**config.mk**
```make
export PLATFORM = sky130hd
export DESIGN_NAME = hamming_parity_syndrome
export DESIGN_NICKNAME = d
export VERILOG_FILES = /design/src/hdl/hps_pkg.sv /design/src/hdl/hps_lane.sv /design/src/hdl/hps_merge.sv /design/src/hdl/hamming_parity_syndrome.sv
export SDC_FILE = /design/constraint.sdc
export NUM_CORES = 1
export LEC_CHECK = 0
export ABC_AREA = 1
export BUFFER_PORTS_ARGS = -buffer_cell sky130_fd_sc_hd__buf_2
export CAP_MARGIN = 20
export CELL_PAD_IN_SITES_DETAIL_PLACEMENT = 1
export CELL_PAD_IN_SITES_GLOBAL_PLACEMENT = 1
export CORE_ASPECT_RATIO = 0.8
export CORE_MARGIN = 2
export CORE_UTILIZATION = 48
export DETAILED_ROUTE_END_ITERATION = 6
export PLACE_DENSITY = 0.89
export SLEW_MARGIN = 20
export SYNTH_ARGS = -nofsm -noshare
export SYNTH_HDL_FRONTEND = slang
export SYNTH_SLANG_ARGS = --single-unit
```
**constraint.sdc**
```tcl
create_clock -name clk -period 13.7 [get_ports clk]
set_input_delay 2.74 -clock clk [delete_from_list [all_inputs] [get_ports clk]]
set_output_delay 2.74 -clock clk [all_outputs]
set_load 0.005 [all_outputs]
```
**src/hdl/hps_pkg.sv**
```systemverilog
// Shared constants for the Hamming parity / syndrome block.
// No dependencies; every other file of the block imports this package.
package hps_pkg;

  localparam int BITS_PER_BYTE    = 8;
  localparam int MSG_W            = 8;
  localparam int PARITY_FIELD_W   = 11;
  localparam int COUNT_W          = 4;
  localparam int MAX_BYTES_DEF    = 128;
  localparam int PARITY_WIDTH_DEF = 11;

  // First data position of a codeword (1 and 2 hold parity).
  localparam int FIRST_POS        = 3;

  // Candidate positions a lane scans from the byte's base position. With a
  // base of 3 or more, ten consecutive positions hold at least eight
  // positions that are not powers of two.
  localparam int WINDOW           = 10;
  localparam int WIN_CNT_W        = 4;

  // Largest parity count examined by the length search.
  localparam int COUNT_MAX        = 15;
  localparam int COUNT_CALC_W     = 17;

endpackage

```
**src/hdl/hps_lane.sv**
```systemverilog
// One bit lane: finds the codeword position of one data bit of a byte and
// its contribution to the parity word. Depends on hps_pkg.
module hps_lane #(
  parameter int LANE         = 0,
  parameter int POS_W        = 12,
  parameter int PARITY_WIDTH = hps_pkg::PARITY_WIDTH_DEF
) (
  input  logic [POS_W-1:0]        base,
  input  logic                    data_bit,
  output logic [POS_W-1:0]        pos,
  output logic [PARITY_WIDTH-1:0] contrib
);
  import hps_pkg::*;

  logic [POS_W-1:0]     cand [WINDOW];
  logic [WINDOW-1:0]    is_data;
  logic [WIN_CNT_W-1:0] seen;

  // Mark which window slots are data positions (not powers of two).
  always_comb begin
    for (int i = 0; i < WINDOW; i++) begin
      cand[i]    = base + POS_W'(i);
      is_data[i] = !((cand[i] != '0) && ((cand[i] & (cand[i] - POS_W'(1))) == '0));
    end
  end

  // This lane takes the (LANE+1)-th data slot of the window.
  always_comb begin
    seen = '0;
    pos  = base;
    for (int i = 0; i < WINDOW; i++) begin
      if (is_data[i]) begin
        seen = seen + WIN_CNT_W'(1);
        if (seen == WIN_CNT_W'(LANE + 1)) begin
          pos = cand[i];
        end
      end
    end
  end

  assign contrib = data_bit ? PARITY_WIDTH'(pos) : '0;

endmodule

```
**src/hdl/hps_merge.sv**
```systemverilog
// Merge stage: folds the lane contributions into the parity accumulator,
// advances the position past the byte and sizes the parity count.
// Depends on hps_pkg.
module hps_merge #(
  parameter int POS_W        = 12,
  parameter int BYTES_W      = 8,
  parameter int PARITY_WIDTH = hps_pkg::PARITY_WIDTH_DEF
) (
  input  logic [PARITY_WIDTH-1:0]     acc,
  input  logic [PARITY_WIDTH-1:0]     contrib [hps_pkg::BITS_PER_BYTE],
  input  logic [POS_W-1:0]            last_pos,
  input  logic [BYTES_W-1:0]          bytes_count,
  output logic [PARITY_WIDTH-1:0]     acc_sum,
  output logic [POS_W-1:0]            pos_after,
  output logic [hps_pkg::COUNT_W-1:0] count
);
  import hps_pkg::*;

  logic [COUNT_CALC_W-1:0] data_bits;
  logic [COUNT_CALC_W-1:0] span;
  logic [COUNT_CALC_W-1:0] need;

  always_comb begin
    acc_sum = acc;
    for (int k = 0; k < BITS_PER_BYTE; k++) begin
      acc_sum = acc_sum ^ contrib[k];
    end
  end

  assign pos_after = last_pos + POS_W'(1);

  // Smallest r >= 1 with 2^r >= m + r + 1; scanned downward so the
  // smallest passing r wins.
  assign data_bits = COUNT_CALC_W'(bytes_count) << 3;

  always_comb begin
    count = COUNT_W'(COUNT_MAX);
    span  = '0;
    need  = '0;
    for (int r = COUNT_MAX; r >= 1; r--) begin
      span = COUNT_CALC_W'(1) << r;
      need = data_bits + COUNT_CALC_W'(r) + COUNT_CALC_W'(1);
      if (span >= need) begin
        count = COUNT_W'(r);
      end
    end
  end

endmodule

```
**src/hdl/hamming_parity_syndrome.sv**
```systemverilog
// Hamming SEC parity generator and syndrome checker, top level.
// Depends on hps_pkg, hps_lane and hps_merge.
// The result is registered and appears on out_valid in the cycle after the byte
//   marked last is transferred. Throughput: one byte per cycle, sustained; in_ready
//   drops only while a finished result waits on a stalled output.
// Reset (rst, synchronous): position 3, counts and flags clear, no result pending.
module hamming_parity_syndrome #(
  parameter int MAX_BYTES    = hps_pkg::MAX_BYTES_DEF,
  parameter int PARITY_WIDTH = hps_pkg::PARITY_WIDTH_DEF
) (
  input  logic                               clk,
  input  logic                               rst,
  input  logic                               in_valid,
  output logic                               in_ready,
  input  logic [hps_pkg::MSG_W-1:0]          message_byte,
  input  logic                               last_byte,
  input  logic [hps_pkg::PARITY_FIELD_W-1:0] expected_parity,
  output logic                               out_valid,
  input  logic                               out_ready,
  output logic [hps_pkg::PARITY_FIELD_W-1:0] parity_bits,
  output logic [hps_pkg::COUNT_W-1:0]        parity_count,
  output logic [hps_pkg::PARITY_FIELD_W-1:0] error_position,
  output logic                               too_long
);
  import hps_pkg::*;

  // Position register is wide enough for the last byte's positions plus
  // the lane window and the parity slots skipped along the way.
  localparam int POS_W   = $clog2(BITS_PER_BYTE * MAX_BYTES + 32);
  localparam int BYTES_W = $clog2(MAX_BYTES + 1);

  // Message state
  logic [POS_W-1:0]        next_position;
  logic [PARITY_WIDTH-1:0] parity_accumulator;
  logic [BYTES_W-1:0]      bytes_taken;
  logic                    overflow_seen;

  // Lane outputs
  logic [POS_W-1:0]        lane_pos     [BITS_PER_BYTE];
  logic [PARITY_WIDTH-1:0] lane_contrib [BITS_PER_BYTE];

  // Merge outputs
  logic [PARITY_WIDTH-1:0] acc_sum;
  logic [POS_W-1:0]        pos_after;
  logic [COUNT_W-1:0]      count_new;

  logic                    accept;
  logic                    take;
  logic [BYTES_W-1:0]      bytes_next;
  logic [PARITY_WIDTH-1:0] acc_next;
  logic [POS_W-1:0]        pos_next;
  logic                    overflow_next;

  // The output register parts the two sides: a new byte is taken whenever
  // the held result is empty or leaving this cycle.
  assign in_ready = !out_valid || out_ready;
  assign accept   = in_valid && in_ready;

  // Bytes past the limit are dropped but flagged.
  assign take          = bytes_taken < BYTES_W'(MAX_BYTES);
  assign bytes_next    = take ? bytes_taken + BYTES_W'(1) : bytes_taken;
  assign acc_next      = take ? acc_sum : parity_accumulator;
  assign pos_next      = take ? pos_after : next_position;
  assign overflow_next = overflow_seen || !take;

  // Eight lanes, one per data bit; bit 0 lands first.
  for (genvar k = 0; k < BITS_PER_BYTE; k++) begin : g_lane
    hps_lane #(
      .LANE         (k),
      .POS_W        (POS_W),
      .PARITY_WIDTH (PARITY_WIDTH)
    ) u_lane (
      .base     (next_position),
      .data_bit (message_byte[k]),
      .pos      (lane_pos[k]),
      .contrib  (lane_contrib[k])
    );
  end

  hps_merge #(
    .POS_W        (POS_W),
    .BYTES_W      (BYTES_W),
    .PARITY_WIDTH (PARITY_WIDTH)
  ) u_merge (
    .acc         (parity_accumulator),
    .contrib     (lane_contrib),
    .last_pos    (lane_pos[BITS_PER_BYTE-1]),
    .bytes_count (bytes_next),
    .acc_sum     (acc_sum),
    .pos_after   (pos_after),
    .count       (count_new)
  );

  // Message state: advances per transfer, returns to start after the last.
  always_ff @(posedge clk) begin
    if (rst) begin
      next_position      <= POS_W'(FIRST_POS);
      parity_accumulator <= '0;
      bytes_taken        <= '0;
      overflow_seen      <= 1'b0;
    end else if (accept) begin
      if (last_byte) begin
        next_position      <= POS_W'(FIRST_POS);
        parity_accumulator <= '0;
        bytes_taken        <= '0;
        overflow_seen      <= 1'b0;
      end else begin
        next_position      <= pos_next;
        parity_accumulator <= acc_next;
        bytes_taken        <= bytes_next;
        overflow_seen      <= overflow_next;
      end
    end
  end

  // Result valid flag
  always_ff @(posedge clk) begin
    if (rst) begin
      out_valid <= 1'b0;
    end else if (accept && last_byte) begin
      out_valid <= 1'b1;
    end else if (out_ready) begin
      out_valid <= 1'b0;
    end
  end

  // Result payload; syndrome is parity XOR the expected word.
  always_ff @(posedge clk) begin
    if (accept && last_byte) begin
      parity_bits    <= PARITY_FIELD_W'(acc_next);
      parity_count   <= count_new;
      error_position <= PARITY_FIELD_W'(acc_next) ^ expected_parity;
      too_long       <= overflow_next;
    end
  end

`ifndef ASSERT_OFF
  a_pos_floor: assert property (@(posedge clk) disable iff (rst)
    next_position >= POS_W'(FIRST_POS))
    else $error("position fell below first data slot");

  a_bytes_limit: assert property (@(posedge clk) disable iff (rst)
    bytes_taken <= BYTES_W'(MAX_BYTES))
    else $error("byte count beyond limit");

  a_overflow_full: assert property (@(posedge clk) disable iff (rst)
    overflow_seen |-> (bytes_taken == BYTES_W'(MAX_BYTES)))
    else $error("overflow flagged before limit reached");

  a_last_result: assert property (@(posedge clk) disable iff (rst)
    (accept && last_byte) |=> (out_valid && (next_position == POS_W'(FIRST_POS))))
    else $error("last byte did not produce a result and restart");
`endif

endmodule

```
==> results.cfg <==
[synthesis]
synth_top_cell_by_area = nand2_1
seq_area_frac_synth_pct = 8.86
synth_async_sr_flop_share_pct = 0
yosysWarnings = 0
syn-instance-count = 2996
synth-main-ff-cell = dfxtp_1
synth_area_leaders = nand2_1 21%, o211ai_1 10%, o21ai_0 8.9%
postSynthAreaPerCell_sq_um = 5.47
yosys.area.top_type_share_pct = 21.4
synth_most_common_cell = nand2_1
postSynthRegisterBits = 59
synth_common_cells = 933 x nand2_1, 291 x o21ai_0, 263 x inv_1
synth_fp_nets = 3078
synthesis.area_sq_mm = 0.0164
post_synth_num_cell_types = 62
synth_enable_flop_cells = 27

[clock_network]
root_driver = clkbuf_16
cts_sinks = 59
tritoncts = built
tritoncts.num_buffers = 9
insertion_delay_of_the_later_clocked_pin_in_the_worst_skew_pair_ps = 360
hold_buffers = 0
post_cts.repair.setup_buffers = 0
post_cts_resize_count = 0
cts_buffer_depth = 2
clock_pin_slew_of_the_registers_on_the_worst_case_setup_and_hold_paths_ps = 60
ctsHtreeMaxLevel = 3

[route]
initialDrtViolationCount = 3180
vias = 22900
drc = 0
route.final.wire_length_um = 91400
detail_route.first_pass.iterations = 5
drtAntennaViolNets = 0
wl_per_cell_um = 27.1
viasPerCell = 6.79

[timing]
slew-limit-headroom_pct = 13.8
totalNegativeSetupSlack_ps = 0
timing_max_transition_violations_final = 0
finalCritPeriodShare_pct = 84.7
fmax_mhz = 86.2
timing.hold.ws_ps = 489
setup_viol = 0
max_slew.worst_pin.slew_ps = 1290
layout_min_cycle_time_ps = 11600
rsz0062_at_grt = no
hold_viol = 0
worst_clock_skew_ps = 17.4

[critical_path]
regToRegSetupSlack_ps = 2100
path_depth = 49
worst-endpoint-required_ps = 13970
timing.critical_path.slowest_cell_delay_ps = 770
worst_setup_path_endpoint = next_position[10]
critical_path.reg2reg.endpoint = next_position[10]
sort_of_element_at_the_end_of_the_critical_path = register
timing.critical_path.mode_cell = ha_1
critical_path.reg2reg.startpoint = next_position[1]
crit_family = simple AND/OR/NAND/NOR gates
cp.buffers_inverters = 7
worstRegToRegCells = 49
path_class = reg2reg
crit_arrival_ps = 11870
start_kind = register
slowest_stage = xor2_1
timing.critical_path.from = next_position[1]
crit_path_max_fanout = 29

[global_route]
grt_max_degree = 30
antenna_found_initial = 3
globalRoute.busiestLayer = met2
grtUsageMet1_pct = 65.4
grt.met2_usage_pct = 74.2
global_route.overflow_total = 0
grt_first_pass_wirelength_um = 136000
grtUsageMet3_pct = 18.0
grt_usage_pct = 50.2
number_of_global_route_vias_before_repair = 22800

[hold_path]
timing.hold.worst.class = reg2reg

[floorplanning]
core_area_sq_mm = 0.0336
dieArea_sq_mm = 0.0356
die_h_um = 169
die_w_um = 211
initial_utilization_pct = 48.7
boundaryPins = 53
floorplan.rows = 60

[cells_and_area]
final_non_filler_cells = 3370
final_layout_size_suffix_gt1_share_pct = 10.4
num-nets-final = 3012
fin_area_sq_mm = 0.0169
area_growth_syn_to_layout_pct = 3.33

[placed_design]
port-buffer-count = 52
placed_cells = 3352
placed_cell_area_sq_mm = 0.0167
detailed_place_hpwl_um = 70900
gp_congestion = 1.10

[job]
maxCapViolCount = 0

[run_status]
status = complete, no violations
[worst register-to-register path: cells and delay by family, from the launching register on]
family | cells | cell delay, ps
DFF | 1 | 320
AOI/OAI and AO/OA | 5 | 1030
and+or+nand+nor | 26 | 4470
xor gates and xnor gates | 1 | 770
buffers and inverters | 7 | 1390
adders and majority gates | 10 | 3540
[area by class of cell]
class | count | area (sq um)
Fill cell | 5008 | 16700
Tap cell | 434 | 543
Clock inverter | 5 | 31.3
Sequential cell | 59 | 1450
Antenna cell | 1 | 2.50
Timing Repair Buffer | 81 | 485
Clock buffer | 11 | 233
Inverter | 329 | 1230
Multi-Input combinational cell | 2450 | 13000
[routing by layer]
metal,wire length (um),up-vias
li1,-,9850
met1,35700,11000
met2,37300,1666
met3,13800,402
met4,4710,4
met5,23,-
[sequential cells by signal, indices dropped and copies added, names as in the netlist]
register	flops
parity_bits	11
error_position	11
overflow_seen	1
parity_accumulator	11
parity_count	4
next_position	11
bytes_taken	8
too_long	1
out_valid	1
[stage by stage]
stage	worst slack (ps)	utilization [%]
after floorplan	5100	-
after global placement	3290	49.5
after detailed placement	2690	49.5
after CTS	2660	50.3
after global routing	1490	50.3
final	2100	50.3
[cells by family (layout without fill, tap and decap cells)]
kind of cell / after synthesis / in the layout / synth area share, %
other: 0 / 1 / 0
muxes: 1 / 1 / 0.0611
DFF: 59 / 59 / 8.86
xor gates and xnor gates: 76 / 76 / 4.61
AOI/OAI and AO/OA: 726 / 726 / 27.1
buffers and inverters: 487 / 426 / 12.1
adders and majority gates: 58 / 58 / 4.43
and+or+nand+nor: 1589 / 1589 / 42.8
[worst min-delay path by stage]
stage / from / endpoint / slack (ps) / depth (start not counted)
3_5_place_dp: parity_accumulator[8] / parity_accumulator[8] / 470 / 2
3_3_place_gp: overflow_seen / overflow_seen / 450 / 2
5_1_grt: parity_accumulator[0] / parity_accumulator[0] / 530 / 2
4_1_cts: parity_accumulator[0] / parity_accumulator[0] / 490 / 2
6_report: parity_accumulator[0] / parity_accumulator[0] / 490 / 2
2_1_floorplan: overflow_seen / overflow_seen / 430 / 2
[layout by cell type (no fill, tap or decap), drive strengths merged, types with 7 or more instances in the layout]
cell type and count:
o22ai 7, a21oi 94, nand3b 19, o211ai 234, inv 316, nand4 38
dfxtp 32, a31oi 9, ha 58, nand3 241, xnor2 13, o21ai 352
xor2 63, edfxtp 27, clkbuf 11, nor2 271, clkinv 17, nor3 21
nand2 988, buf 81
Power is left out: the tool's default activity adds up to more than one toggle a clock period on the data nets, which glitch-free logic cannot reach.
